--- src/sv/ppi_pkg.sv ---
// Shared types and constants for the 8255-style port controller.
package ppi_pkg;

  typedef enum logic [1:0] {
    REQ_READ       = 2'd0,
    REQ_WRITE      = 2'd1,
    REQ_CLEAR_SCAN = 2'd2,
    REQ_NOP        = 2'd3
  } req_t;

  typedef enum logic [1:0] {
    PORT_A    = 2'd0,
    PORT_B    = 2'd1,
    PORT_C    = 2'd2,
    PORT_CTRL = 2'd3
  } port_t;

  typedef enum logic [1:0] {
    BUS_INACTIVE = 2'd0,
    BUS_READ     = 2'd1,
    BUS_WRITE    = 2'd2,
    BUS_SELECT   = 2'd3
  } bus_mode_t;

  typedef enum logic {
    CFG_MAKER_ID = 1'b0,
    CFG_REFRESH  = 1'b1
  } cfg_index_t;

  localparam logic [7:0] IDLE_BYTE    = 8'hFF;
  localparam logic [7:0] KEYBOARD_REG = 8'd14;
  localparam logic [2:0] MAKER_RESET  = 3'd7;
  localparam logic       REFRESH_RESET = 1'b1;

  // Control word bit positions
  localparam int CW_MODE_SET = 7;
  localparam int CW_A_IN     = 4;
  localparam int CW_CH_IN    = 3;
  localparam int CW_CL_IN    = 0;
  localparam int CW_BIT_VAL  = 0;

  typedef struct packed {
    req_t        req_type;
    port_t       port_sel;
    logic [7:0]  write_data;
    logic [7:0]  key_row_data;
    logic [7:0]  sound_read_data;
    logic        vsync;
    logic        tape_in;
    logic [7:0]  port_c_pins;
  } in_beat_t;

  typedef struct packed {
    logic [7:0]  read_data;
    logic [7:0]  port_a_out;
    logic [7:0]  port_c_out;
    logic [3:0]  keyboard_row;
    bus_mode_t   sound_bus_mode;
    logic [7:0]  sound_reg_sel;
    logic        sound_write_strobe;
    logic        keyboard_scanned;
  } out_beat_t;

endpackage

--- src/sv/ppi8255_port_controller.sv ---
// Top level of the mode-0 8255-style parallel port controller.
//
//  channel   | handshake            | payload
//  ----------+----------------------+-----------------------------------------
//  request   | in_valid / in_ready  | req_type .. port_c_pins
//  result    | out_valid / out_ready| read_data .. keyboard_scanned
//  config    | cfg_we (no wait)     | cfg_index, cfg_data
//
// One request a cycle while results are taken; an accepted beat sits in the input
// register, and the port state updates as it moves to the result register, where
// it raises out_valid. Reset is synchronous, clears all port state and both valid
// flags, and sets the config registers to their reset values. A stalled result
// holds; the input register still takes one more beat behind it.
module ppi8255_port_controller (
  input  logic       clk,
  input  logic       rst,
  input  logic       cfg_we,
  input  logic       cfg_index,
  input  logic [2:0] cfg_data,
  input  logic       in_valid,
  output logic       in_ready,
  input  logic [1:0] req_type,
  input  logic [1:0] port_sel,
  input  logic [7:0] write_data,
  input  logic [7:0] key_row_data,
  input  logic [7:0] sound_read_data,
  input  logic       vsync,
  input  logic       tape_in,
  input  logic [7:0] port_c_pins,
  output logic       out_valid,
  input  logic       out_ready,
  output logic [7:0] read_data,
  output logic [7:0] port_a_out,
  output logic [7:0] port_c_out,
  output logic [3:0] keyboard_row,
  output logic [1:0] sound_bus_mode,
  output logic [7:0] sound_reg_sel,
  output logic       sound_write_strobe,
  output logic       keyboard_scanned
);

  ppi_pkg::in_beat_t  in_beat;
  ppi_pkg::in_beat_t  beat;
  ppi_pkg::out_beat_t result;
  ppi_pkg::out_beat_t out_beat;
  logic               beat_valid;
  logic               advance;

  always_comb begin
    in_beat.req_type        = ppi_pkg::req_t'(req_type);
    in_beat.port_sel        = ppi_pkg::port_t'(port_sel);
    in_beat.write_data      = write_data;
    in_beat.key_row_data    = key_row_data;
    in_beat.sound_read_data = sound_read_data;
    in_beat.vsync           = vsync;
    in_beat.tape_in         = tape_in;
    in_beat.port_c_pins     = port_c_pins;
  end

  ppi_in_reg u_in_reg (
    .clk        (clk),
    .rst        (rst),
    .in_valid   (in_valid),
    .in_ready   (in_ready),
    .in_beat    (in_beat),
    .beat_valid (beat_valid),
    .beat       (beat),
    .advance    (advance)
  );

  ppi_core u_core (
    .clk       (clk),
    .rst       (rst),
    .cfg_we    (cfg_we),
    .cfg_index (cfg_index),
    .cfg_data  (cfg_data),
    .beat      (beat),
    .advance   (advance),
    .result    (result)
  );

  ppi_out_reg u_out_reg (
    .clk        (clk),
    .rst        (rst),
    .beat_valid (beat_valid),
    .result     (result),
    .advance    (advance),
    .out_valid  (out_valid),
    .out_ready  (out_ready),
    .out_beat   (out_beat)
  );

  assign read_data          = out_beat.read_data;
  assign port_a_out         = out_beat.port_a_out;
  assign port_c_out         = out_beat.port_c_out;
  assign keyboard_row       = out_beat.keyboard_row;
  assign sound_bus_mode     = out_beat.sound_bus_mode;
  assign sound_reg_sel      = out_beat.sound_reg_sel;
  assign sound_write_strobe = out_beat.sound_write_strobe;
  assign keyboard_scanned   = out_beat.keyboard_scanned;

endmodule

--- src/sv/ppi_in_reg.sv ---
// Input register stage holding one accepted request beat.
module ppi_in_reg (
  input  logic              clk,
  input  logic              rst,
  input  logic              in_valid,
  output logic              in_ready,
  input  ppi_pkg::in_beat_t in_beat,
  output logic              beat_valid,
  output ppi_pkg::in_beat_t beat,
  input  logic              advance
);

  assign in_ready = !beat_valid || advance;

  always_ff @(posedge clk) begin
    if (rst) begin
      beat_valid <= 1'b0;
    end else if (in_ready) begin
      beat_valid <= in_valid;
    end
  end

  always_ff @(posedge clk) begin
    if (in_valid && in_ready) begin
      beat <= in_beat;
    end
  end

endmodule

--- src/sv/ppi_core.sv ---
// Port latches, directions, sound/keyboard state and per-request result logic.
module ppi_core (
  input  logic               clk,
  input  logic               rst,
  input  logic               cfg_we,
  input  logic               cfg_index,
  input  logic [2:0]         cfg_data,
  input  ppi_pkg::in_beat_t  beat,
  input  logic               advance,
  output ppi_pkg::out_beat_t result
);

  logic [2:0] maker_id;
  logic       refresh_fifty_hz;

  logic [7:0]         latch_a, latch_a_next;
  logic [7:0]         latch_c, latch_c_next;
  logic               dir_a_in, dir_a_in_next;
  logic [7:0]         dir_c_mask, dir_c_mask_next;
  logic [3:0]         row_reg, row_reg_next;
  ppi_pkg::bus_mode_t bus_mode_reg, bus_mode_reg_next;
  logic [7:0]         reg_select, reg_select_next;
  logic               scanned_flag, scanned_flag_next;

  logic [7:0] rd;
  logic       strobe;
  logic [7:0] drive_a_new;
  logic [7:0] drive_c_new;
  logic [7:0] bit_mask;

  always_ff @(posedge clk) begin
    if (rst) begin
      maker_id         <= ppi_pkg::MAKER_RESET;
      refresh_fifty_hz <= ppi_pkg::REFRESH_RESET;
    end else if (cfg_we) begin
      unique case (ppi_pkg::cfg_index_t'(cfg_index))
        ppi_pkg::CFG_MAKER_ID: maker_id         <= cfg_data;
        ppi_pkg::CFG_REFRESH:  refresh_fifty_hz <= cfg_data[0];
      endcase
    end
  end

  always_comb begin
    latch_a_next      = latch_a;
    latch_c_next      = latch_c;
    dir_a_in_next     = dir_a_in;
    dir_c_mask_next   = dir_c_mask;
    row_reg_next      = row_reg;
    bus_mode_reg_next = bus_mode_reg;
    reg_select_next   = reg_select;
    scanned_flag_next = scanned_flag;
    rd                = ppi_pkg::IDLE_BYTE;
    strobe            = 1'b0;
    bit_mask          = 8'd1 << beat.write_data[3:1];
    drive_a_new       = ppi_pkg::IDLE_BYTE;
    drive_c_new       = ppi_pkg::IDLE_BYTE;

    unique case (beat.req_type)
      ppi_pkg::REQ_READ: begin
        unique case (beat.port_sel)
          ppi_pkg::PORT_A: begin
            if (bus_mode_reg == ppi_pkg::BUS_READ) begin
              if (reg_select == ppi_pkg::KEYBOARD_REG) begin
                scanned_flag_next = 1'b1;
                rd = beat.key_row_data;
              end else begin
                rd = beat.sound_read_data;
              end
            end
          end
          ppi_pkg::PORT_B: begin
            rd = {beat.tape_in, 2'b00, refresh_fifty_hz, maker_id, beat.vsync};
          end
          ppi_pkg::PORT_C: begin
            rd = (beat.port_c_pins & dir_c_mask) | (latch_c & ~dir_c_mask);
          end
          ppi_pkg::PORT_CTRL: begin
            rd = ppi_pkg::IDLE_BYTE;
          end
        endcase
      end
      ppi_pkg::REQ_WRITE: begin
        unique case (beat.port_sel)
          ppi_pkg::PORT_A: begin
            latch_a_next = beat.write_data;
            drive_a_new  = dir_a_in ? ppi_pkg::IDLE_BYTE : beat.write_data;
            if (bus_mode_reg == ppi_pkg::BUS_WRITE) begin
              strobe = 1'b1;
            end else if (bus_mode_reg == ppi_pkg::BUS_SELECT) begin
              reg_select_next = drive_a_new;
            end
          end
          ppi_pkg::PORT_B: begin
          end
          ppi_pkg::PORT_C: begin
            // Row and bus mode follow the driven value, input bits read high
            latch_c_next      = beat.write_data;
            drive_c_new       = beat.write_data | dir_c_mask;
            row_reg_next      = drive_c_new[3:0];
            bus_mode_reg_next = ppi_pkg::bus_mode_t'(drive_c_new[7:6]);
            drive_a_new       = dir_a_in ? ppi_pkg::IDLE_BYTE : latch_a;
            if (bus_mode_reg_next == ppi_pkg::BUS_WRITE) begin
              strobe = 1'b1;
            end else if (bus_mode_reg_next == ppi_pkg::BUS_SELECT) begin
              reg_select_next = drive_a_new;
            end
          end
          ppi_pkg::PORT_CTRL: begin
            if (beat.write_data[ppi_pkg::CW_MODE_SET]) begin
              latch_a_next    = 8'h00;
              latch_c_next    = 8'h00;
              dir_a_in_next   = beat.write_data[ppi_pkg::CW_A_IN];
              dir_c_mask_next = {{4{beat.write_data[ppi_pkg::CW_CH_IN]}},
                                 {4{beat.write_data[ppi_pkg::CW_CL_IN]}}};
            end else if (beat.write_data[ppi_pkg::CW_BIT_VAL]) begin
              latch_c_next = latch_c | bit_mask;
            end else begin
              latch_c_next = latch_c & ~bit_mask;
            end
          end
        endcase
      end
      ppi_pkg::REQ_CLEAR_SCAN: begin
        scanned_flag_next = 1'b0;
      end
      ppi_pkg::REQ_NOP: begin
      end
    endcase
  end

  always_ff @(posedge clk) begin
    if (rst) begin
      latch_a      <= 8'h00;
      latch_c      <= 8'h00;
      dir_a_in     <= 1'b0;
      dir_c_mask   <= 8'h00;
      row_reg      <= 4'h0;
      bus_mode_reg <= ppi_pkg::BUS_INACTIVE;
      reg_select   <= 8'h00;
      scanned_flag <= 1'b0;
    end else if (advance) begin
      latch_a      <= latch_a_next;
      latch_c      <= latch_c_next;
      dir_a_in     <= dir_a_in_next;
      dir_c_mask   <= dir_c_mask_next;
      row_reg      <= row_reg_next;
      bus_mode_reg <= bus_mode_reg_next;
      reg_select   <= reg_select_next;
      scanned_flag <= scanned_flag_next;
    end
  end

  // Result shows the state after this request
  always_comb begin
    result.read_data          = rd;
    result.port_a_out         = dir_a_in_next ? ppi_pkg::IDLE_BYTE : latch_a_next;
    result.port_c_out         = latch_c_next | dir_c_mask_next;
    result.keyboard_row       = row_reg_next;
    result.sound_bus_mode     = bus_mode_reg_next;
    result.sound_reg_sel      = reg_select_next;
    result.sound_write_strobe = strobe;
    result.keyboard_scanned   = scanned_flag_next;
  end

endmodule

--- src/sv/ppi_out_reg.sv ---
// Result register stage holding one result beat until taken.
module ppi_out_reg (
  input  logic               clk,
  input  logic               rst,
  input  logic               beat_valid,
  input  ppi_pkg::out_beat_t result,
  output logic               advance,
  output logic               out_valid,
  input  logic               out_ready,
  output ppi_pkg::out_beat_t out_beat
);

  logic slot_free;

  assign slot_free = !out_valid || out_ready;
  assign advance   = beat_valid && slot_free;

  always_ff @(posedge clk) begin
    if (rst) begin
      out_valid <= 1'b0;
    end else if (slot_free) begin
      out_valid <= beat_valid;
    end
  end

  always_ff @(posedge clk) begin
    if (advance) begin
      out_beat <= result;
    end
  end

endmodule

--- config.mk ---
export PLATFORM = sky130hd
export DESIGN_NAME = ppi8255_port_controller
export DESIGN_NICKNAME = d
export VERILOG_FILES = /design/src/sv/ppi_pkg.sv /design/src/sv/ppi8255_port_controller.sv /design/src/sv/ppi_in_reg.sv /design/src/sv/ppi_core.sv /design/src/sv/ppi_out_reg.sv
export SDC_FILE = /design/constraint.sdc
export NUM_CORES = 1
export LEC_CHECK = 0
export ABC_AREA = 1
export BUFFER_PORTS_ARGS = -buffer_cell sky130_fd_sc_hd__buf_2
export CORE_ASPECT_RATIO = 0.5
export CORE_MARGIN = 2
export CORE_UTILIZATION = 51
export DETAILED_ROUTE_END_ITERATION = 10
export GPL_ROUTABILITY_DRIVEN = 1
export PLACE_DENSITY = 0.73
export SLEW_MARGIN = 10
export SYNTH_ARGS = -nofsm -noshare
export SYNTH_HDL_FRONTEND = slang
export SYNTH_HIERARCHICAL = 1
export SYNTH_SLANG_ARGS = --single-unit
--- constraint.sdc ---
create_clock -name clk -period 6.84 [get_ports clk]
set_clock_uncertainty 0.05 [all_clocks]
set_input_delay 2.052 -clock clk [delete_from_list [all_inputs] [get_ports clk]]
set_output_delay 2.052 -clock clk [all_outputs]
set_load 0.1 [all_outputs]
==> reports/qor.csv, run 1 <==
metric;value;unit
P per Cell Area;305.7;nW/µm²
core area;11050;µm²
area leader, netlist;edfxtp_1;
routed len/inst;14.96;µm
Biggest register;u_out_reg/out_beat;
Area contributors post-synth;edfxtp_1 40%, dfxtp_1 16%, nand2_1 8.2%;
share of cells above drive strength 1;20.99;%
gr ovfl total;0;
drt pass-1 iters;5;
Slowest-stage cell, CP;buf_2;
RR Endpoint;u_core/dir_c_mask[2]$_SDFFE_PP0P_;
Inserted Clock Buffers;17;
Slew headroom;18.09;%
largest registers;u_out_reg/out_beat x40, u_in_reg/beat x38;
fin worst setup slack;1879;ps
sequential area share after synthesis;56.17;%
Worst Hold Class;flop to flop;
clock sinks;124;
routed via count;4812;
Initial Utilization;52.59;%
Yosys cell types;37;
Die Height;79.47;µm
critical hold path startpoint;u_core/maker_id[2]$_SDFFE_PP1P_;
postcts setup bufs;0;
hold_buf cts;0;
Place WS;1872;ps
Crit path max-delay family;buffers and inverters;
Synthesis Warnings;6;
post_cts resized;0;
Max VDD drop;0.0001601;V
die width;154.9;µm
Root Driver;clkbuf_16;
ys flop type;edfxtp_1;
RSZ-0062 raised after global routing;no;
kind of critical path;input port to primary output;
total track usage;22.50;%
Post-Syn Nets;699;
largest net degree at the start of global routing;62;
Worst Hold Path Cells;2;
Fillers;921;
worst path bufs/invs;4;
Hold EP;u_core/maker_id[2]$_SDFFE_PP1P_;
synthesized area per cell;8.965;µm²
area of the die;12310;µm²
vias per cell;5.389;
total power;2.116;mW
Antenna Diode Count;0;
max reg flops;40;
end-of-flow core utilization;62.66;%
initial detailed-routing violation count;419;
Slew @ Worst Pin;1226;ps
Fmax;0.2016;GHz
Fin Setup TNS;0;ps
share of the synthesized area in the top cell type;40.32;%
# IOs;89;
post-route cell area;6922;µm²
vias in the first global route;4383;
Final setup viols;0;
synthesized area;5809;µm²
Tcrit/Tclk final;72.54;%
clk slew on worst S/H paths;60;ps
Worst Reg2Reg Path Length in Cells;7;
row count;27;
register bit total from synthesis;124;
Clock Latency Late Sink;420;ps
final WL;13360;µm
Crit Path Max Fanout;2;
first-pass GRT wire length;21200;µm
CTS max path bufs;2;
Layout Nets;786;
Critical Path RT;4740;ps
Synth Instances;648;
final hold violations;0;
DP Wirelength;8933;µm
synthesis-to-finish area growth;19.15;%
initial antenna violation count;0;
H-tree level count;4;
Hold WS;417.9;ps
I/O Buffers;88;
CP Capture Type;primary output;
placed cells;861;
max cap viols;0;
Slew Limit Fails;0;
Pleak;3.119;nW
post-route insts no fill;893;
WP data arrival;2860;ps
CTS tree;yes;
DRC errors left;0;
minimum clock period after layout;4961;ps
r2r startpoint;u_in_reg/beat_valid$_SDFFE_PP0P_;
placed standard-cell area;6345;µm²
Final ANT Viol Nets;0;
Worst setup SP type;input port;
Reg2Reg Setup Slack;4320;ps
crit path cell chain;buf_2, inv_2, a21oi_4, inv_2, nand2_2, buf_2;
GP Congestion;0.8554;
status;finished clean;
CP peak stage delay;420;ps
asr flop ratio synth;0;%
number of enable flip-flop cells after synthesis;78;
how the worst max path moves through the flow:
stage	end	slack, ps	cells past startpoint	from
5_1_grt	in_ready	1830	6	out_ready
4_1_cts	in_ready	1870	6	out_ready
3_3_place_gp	in_ready	1890	6	out_ready
6_report	in_ready	1880	6	out_ready
2_1_floorplan	in_ready	7	4	out_ready
3_5_place_dp	in_ready	1870	6	out_ready
per-layer routing:
layer | share of wire [%] | up-vias | track usage, % | wire length [µm]
met2 | 44 | 201 | 33.64 | 5826
met4 | 2.0 | 0 | 9.444 | 263
met5 | 0 | - | 0 | 0
li1 | - | 2355 | - | -
met1 | 47 | 2225 | 31.85 | 6223
met3 | 7.8 | 31 | 4.995 | 1046
cell families after synthesis:
group / synth area share (%)
DFF: 56.17
AOI/OAI and AO/OA: 13.55
and+or+nand+nor: 20.07
adders and majority gates: 0.8615
buffers and inverters: 9.347
cell usage after synthesis (all sizes together) (7+ instances only):
cell / n
nand2: 134
inv: 109
edfxtp: 78
nand3: 68
a21oi: 61
o21ai: 53
dfxtp: 46
nor2: 17
o22ai: 16
buf: 11
clkbuf: 10
or2: 9
nand3b: 8
nor3: 7
o211ai: 7
power breakdown:
part | switching (mW) | internal [mW] | leakage (nW)
sequential | 0.0259 | 0.860 | 1.12
clock | 0.338 | 0.537 | 0.270
combinational | 0.276 | 0.0789 | 1.73
total | 0.639 | 1.48 | 3.12
worst reg2reg max path, cell delays in order, from the launching register on:
cell and delay (ps):
dfxtp_1 410, inv_1 120, a21oi_4 140, buf_4 610
inv_2 640, a21oi_1 320, o21ai_1 100, inv_1 80
placed cells by master (no fill, tap or decap), types with 4 or more instances in the layout:
cell | Yosys | routed
edfxtp_1 | 78 | 78
nand4_1 | 5 | 5
nand3_1 | 67 | 67
ha_1 | 4 | 4
nand2_2 | 5 | 5
clkbuf_16 | 0 | 17
a21oi_1 | 58 | 56
o22ai_1 | 16 | 16
o21ai_0 | 29 | 29
o21ai_2 | 10 | 10
o21ai_1 | 14 | 14
nand2_1 | 127 | 127
clkinvlp_4 | 0 | 4
inv_2 | 6 | 7
clkinv_2 | 2 | 4
inv_1 | 103 | 103
o211ai_1 | 7 | 7
nor3_1 | 4 | 4
buf_2 | 5 | 88
or2_1 | 8 | 8
nand3b_1 | 8 | 8
dfxtp_1 | 46 | 46
nor2_1 | 15 | 15
area by class of cell:
class                   count  area (µm²)  area share, %
clock buffers              19       432.9          6.255
well taps                 145       181.4          2.621
clock inverters            13       143.9          2.079
flip-flops and latches    124        3263          47.14
inverters                 113       426.7          6.164
repair buffers             89       447.9          6.471
multi-input cells         390        2026          29.27
No activity file was read; power rests on OpenSTA's default activity.
==> run 2, diff against run 1 <==
--- a/config.mk
+++ b/config.mk
@@ -5,11 +5,11 @@
 export SDC_FILE = /design/constraint.sdc
 export NUM_CORES = 1
 export LEC_CHECK = 0
-export ABC_AREA = 1
+export ABC_AREA = 0
 export BUFFER_PORTS_ARGS = -buffer_cell sky130_fd_sc_hd__buf_2
 export CORE_ASPECT_RATIO = 0.5
 export CORE_MARGIN = 2
-export CORE_UTILIZATION = 51
+export CORE_UTILIZATION = 53
 export DETAILED_ROUTE_END_ITERATION = 10
 export GPL_ROUTABILITY_DRIVEN = 1
 export PLACE_DENSITY = 0.73
==> constraint.sdc (replaced) <==
create_clock -name clk -period 4.73 [get_ports clk]
set_clock_uncertainty 0.05 [all_clocks]
set_input_delay 1.419 -clock clk [delete_from_list [all_inputs] [get_ports clk]]
set_output_delay 1.419 -clock clk [all_outputs]
set_load 0.1 [all_outputs]
==> reports/qor.csv, run 2 <==
metric;value;unit
CTS max path bufs;2;
vias per cell;5.851;
Worst Hold Class;flop to flop;
RSZ-0062 raised after global routing;no;
row count;25;
P per Cell Area;440.5;nW/µm²
hold_buf cts;0;
routed len/inst;17.76;µm
WP data arrival;2130;ps
total power;2.837;mW
max reg flops;40;
synthesis-to-finish area growth;19.06;%
largest registers;u_out_reg/out_beat x40, u_in_reg/beat x38;
# IOs;89;
Reg2Reg Setup Slack;1930;ps
area of the die;11080;µm²
drt pass-1 iters;5;
ys flop type;edfxtp_1;
postcts setup bufs;0;
commonest non-fill, non-tap cell in the layout;buf_2;
max cap viols;0;
register bit total from synthesis;124;
gr ovfl total;0;
asr flop ratio synth;0;%
clk slew on worst S/H paths;60;ps
kind of critical path;input port to primary output;
total track usage;22.58;%
Layout Nets;580;
Worst Reg2Reg Path Length in Cells;5;
Final ANT Viol Nets;0;
die width;146.9;µm
Fin Setup TNS;0;ps
synthesized area per cell;11.91;µm²
commonest cells in the netlist;78 x edfxtp_1, 47 x nor2_1, 46 x dfxtp_1;
Yosys cell types;50;
DP Wirelength;7778;µm
Synth Instances;454;
Inserted Clock Buffers;17;
Antenna Diode Count;0;
Final setup viols;0;
routed via count;3961;
vias in the first global route;3588;
minimum clock period after layout;3595;ps
status;finished clean;
initial detailed-routing violation count;415;
Fmax;0.2781;GHz
Worst setup SP type;input port;
GP Congestion;0.8433;
post_cts resized;0;
Area contributors post-synth;edfxtp_1 43%, dfxtp_1 17%, mux2i_1 4.6%;
sequential area share after synthesis;60.33;%
Critical Path RT;3260;ps
I/O Buffers;88;
Slew Limit Fails;0;
synthesized area;5409;µm²
area leader, netlist;edfxtp_1;
number of enable flip-flop cells after synthesis;78;
Slew headroom;32.70;%
final hold violations;0;
Root Driver;clkbuf_16;
Post-Syn Nets;505;
Max VDD drop;0.0002440;V
final WL;12030;µm
Tcrit/Tclk final;76.01;%
most frequent cells in the layout;87 x buf_2, 78 x edfxtp_1, 47 x nor2_1;
Clock Latency Late Sink;420;ps
CP Capture Type;primary output;
Hold WS;439.8;ps
DRC errors left;0;
fin worst setup slack;1135;ps
core area;9666;µm²
count leader, synth;edfxtp_1;
clock sinks;124;
Pleak;2.435;nW
Worst Hold Path Cells;2;
share of the synthesized area in the top cell type;43.30;%
Crit Path Max Fanout;3;
H-tree level count;4;
CTS tree;yes;
largest net degree at the start of global routing;87;
Die Height;75.44;µm
initial antenna violation count;0;
first-pass GRT wire length;18860;µm
Place WS;1133;ps
Slew @ Worst Pin;1009;ps
Initial Utilization;55.96;%
Synthesis Warnings;6;
share of cells above drive strength 1;26.94;%
Biggest register;u_out_reg/out_beat;
run 2: cell types whose count changed in the layout (fill, tap and decap cells not counted), sizes merged, moves of 10 or more:
| cell | previous run | this run |
|---|---|---|
| nor2 | 17 | 47 |
| a22oi | 0 | 15 |
| a311oi | 0 | 15 |
| nand2 | 134 | 19 |
| nand3 | 68 | 14 |
| mux2 | 0 | 10 |
| o21ai | 53 | 2 |
| o22ai | 16 | 0 |
| a21oi | 61 | 45 |
| inv | 112 | 13 |
| mux2i | 0 | 25 |
run 2: metal layers:
metal	wire [µm]	GRT usage [%]	up-vias
li1	-	-	1879
met1	5617	32.75	1895
met2	5362	34.27	168
met3	864	5.030	19
met4	181	7.767	0
met5	0	0	-
run 2: metrics by stage:
step / instance area (µm²) / instances / util (%)
floorplan: 5409 / 454 / -
global placement: 5889 / 645 / 60.93
detailed placement: 5889 / 645 / 60.93
CTS: 6440 / 677 / 66.63
global route: 6440 / 677 / 66.63
finish: 6440 / 677 / 66.63
run 2: cell type report:
cell class	count	area [µm²]
fillers	743	3226
multi-input cells	285	1946
clock inverters	15	125.1
clock buffers	17	425.4
inverters	11	41.29
well taps	135	168.9
flip-flops and latches	124	3263
repair buffers	90	470.5
run 2: report_power, final:
part | internal, mW | total [mW] | switching [mW]
combinational | 0.0898 | 0.365 | 0.275
sequential | 1.22 | 1.27 | 0.0463
clock | 0.718 | 1.20 | 0.485
total | 2.03 | 2.84 | 0.807
run 2: cell families after synthesis:
group,after synthesis,synth area share [%]
and+or+nand+nor,127,12.42
DFF,124,60.33
AOI/OAI and AO/OA,119,15.85
buffers and inverters,45,3.701
muxes,35,6.778
adders and majority gates,4,0.9253
run 2: worst paths after layout:
path,startpoint,end
setup / recovery,out_ready,in_ready
hold / removal,u_core/dir_c_mask[4]$_SDFFE_PP0P_,u_core/dir_c_mask[4]$_SDFFE_PP0P_
setup reg to reg,u_in_reg/beat[34]$_DFFE_PP_,u_core/reg_select[0]$_SDFFE_PP0P_
hold reg to reg,u_core/dir_c_mask[4]$_SDFFE_PP0P_,u_core/dir_c_mask[4]$_SDFFE_PP0P_
run 2: critical path, cell delays in order:
cell	delay (ps)
buf_2	100
nand2b_4	130
and2_4	150
nand2b_4	150
buf_12	170
==> run 3, diff against run 2 <==
--- a/config.mk
+++ b/config.mk
@@ -9,7 +9,7 @@
 export BUFFER_PORTS_ARGS = -buffer_cell sky130_fd_sc_hd__buf_2
 export CORE_ASPECT_RATIO = 0.5
 export CORE_MARGIN = 2
-export CORE_UTILIZATION = 53
+export CORE_UTILIZATION = 51
 export DETAILED_ROUTE_END_ITERATION = 10
 export GPL_ROUTABILITY_DRIVEN = 1
 export PLACE_DENSITY = 0.73
==> constraint.sdc (replaced) <==
create_clock -name clk -period 3.3 [get_ports clk]
set_clock_uncertainty 0.05 [all_clocks]
set_input_delay 0.99 -clock clk [delete_from_list [all_inputs] [get_ports clk]]
set_output_delay 0.99 -clock clk [all_outputs]
set_load 0.1 [all_outputs]
==> reports/qor.csv, run 3 (synthesized netlist as in run 2, its figures left out) <==
metric;value;unit
largest net degree at the start of global routing;49;
Hold EP;u_core/scanned_flag$_SDFFE_PP0P_;
total track usage;22.09;%
Initial Utilization;52.78;%
Final ANT Viol Nets;0;
final WL;12090;µm
CTS max path bufs;2;
Slew headroom;35.70;%
H-tree level count;4;
Max VDD drop;0.0003900;V
Worst setup SP type;input port;
initial detailed-routing violation count;418;
Root Driver;clkbuf_16;
largest registers;u_out_reg/out_beat x40, u_in_reg/beat x38;
drt pass-1 iters;5;
critical hold path startpoint;u_core/scanned_flag$_SDFFE_PP0P_;
kind of critical path;input port to primary output;
Worst Hold Class;flop to flop;
WP data arrival;1700;ps
routed len/inst;17.60;µm
vias per cell;5.843;
DRC errors left;0;
Pleak;2.477;nW
Fillers;805;
crit path cell chain;buf_2, nand2b_4, and2_4, nand2b_4, buf_12;
die width;149.6;µm
clk slew on worst S/H paths;60;ps
postcts setup bufs;0;
Die Height;76.82;µm
RR Endpoint;u_core/latch_c[5]$_SDFFE_PP0P_;
Critical Path RT;2260;ps
Slowest-stage cell, CP;buf_12;
initial antenna violation count;0;
CP dominant cell by count;nand2b_4;
Antenna Diode Count;0;
first-pass GRT wire length;19510;µm
status;finished clean;
area of the die;11500;µm²
commonest non-fill, non-tap cell in the layout;buf_2;
Worst Hold Path Cells;2;
max cap viols;0;
share of cells above drive strength 1;27.97;%
clock sinks;124;
Worst Reg2Reg Path Length in Cells;6;
Crit path max-delay family;simple AND/OR/NAND/NOR gates;
post-route insts no fill;687;
CP Capture Type;primary output;
Fin Setup TNS;0;ps
Clock Latency Late Sink;410;ps
Slew @ Worst Pin;964.4;ps
most frequent cells in the layout;87 x buf_2, 78 x edfxtp_1, 47 x nor2_1;
final hold violations;0;
P per Cell Area;630.5;nW/µm²
RSZ-0062 raised after global routing;no;
post_cts resized;0;
# IOs;89;
Fmax;0.3647;GHz
Tcrit/Tclk final;83.09;%
max reg flops;40;
Layout Nets;585;
CTS tree;yes;
Final setup viols;0;
minimum clock period after layout;2742;ps
Biggest register;u_out_reg/out_beat;
Slew Limit Fails;0;
row count;26;
Crit Path Max Fanout;3;
worst path bufs/invs;2;
GP Congestion;0.8567;
core area;10250;µm²
I/O Buffers;88;
DP Wirelength;7853;µm
Reg2Reg Setup Slack;780;ps
vias in the first global route;3794;
routed via count;4014;
hold_buf cts;0;
placed cells;655;
gr ovfl total;0;
CP peak stage delay;170;ps
Inserted Clock Buffers;17;
r2r startpoint;u_in_reg/beat[34]$_DFFE_PP_;
synthesis-to-finish area growth;20.12;%
run 3: cell count changes in the layout (fill, tap and decap cells not counted), sizes merged:
| cell | delta |
|---|---|
| clkinv | +1 |
| clkinvlp | -3 |
| buf | +5 |
| inv | +2 |
run 3: how the worst max path moves through the flow:
stage,from,endpoint,slack (ps),cells after the start
2_1_floorplan,out_ready,in_ready,330,3
3_3_place_gp,out_ready,u_core/bus_mode_reg[1]$_SDFFE_PP0P_,510,7
3_5_place_dp,out_ready,u_core/reg_select[2]$_SDFFE_PP0P_,450,7
4_1_cts,out_ready,in_ready,550,5
5_1_grt,out_ready,in_ready,530,5
6_report,out_ready,in_ready,560,5
run 3: worst reg2reg max path: stages, from the launching register on:
cell	delay, ps
edfxtp_1	420
inv_1	100
ha_1	510
and3b_1	550
buf_4	320
a22oi_1	140
a311oi_1	320
run 3: stage by stage:
step / setup slack [ps] / power, mW / cell area, µm² / hold slack [ps] / util, %
3_5_place_dp: 452.6 / 2.372 / 5933 / 427.1 / 57.90
6_report: 558.1 / 4.097 / 6497 / 439.6 / 63.41
4_1_cts: 554.2 / 4.113 / 6497 / 436.3 / 63.41
5_1_grt: 533.8 / 4.236 / 6497 / 465.1 / 63.41
3_3_place_gp: 509.6 / 2.363 / 5933 / 414.8 / 57.90
2_1_floorplan: 328.7 / 2.250 / 5409 / 404.1 / -
run 3: layer usage:
metal | part of all wire [%] | wire length (µm) | global-route usage (%)
met1 | 46 | 5576 | 31.80
met2 | 45 | 5495 | 32.98
met3 | 7.6 | 913 | 5.714
met4 | 0.87 | 105 | 6.667
met5 | 0 | 0 | 0
run 3: layout make-up:
class / count / area [µm²] / area share (%)
Clock buffer: 17 / 425.4 / 6.547
Clock inverter: 15 / 138.9 / 2.137
Inverter: 11 / 41.29 / 0.6355
Multi-Input combinational cell: 285 / 1946 / 29.94
Sequential cell: 124 / 3263 / 50.22
Tap cell: 140 / 175.2 / 2.696
Timing Repair Buffer: 95 / 508.0 / 7.818
run 3: power by group:
group          leakage, nW  switching (mW)  total (mW)  internal (mW)
sequential            1.11          0.0671        1.82           1.75
combinational         1.09           0.396       0.526          0.130
clock                0.274           0.708        1.75           1.04
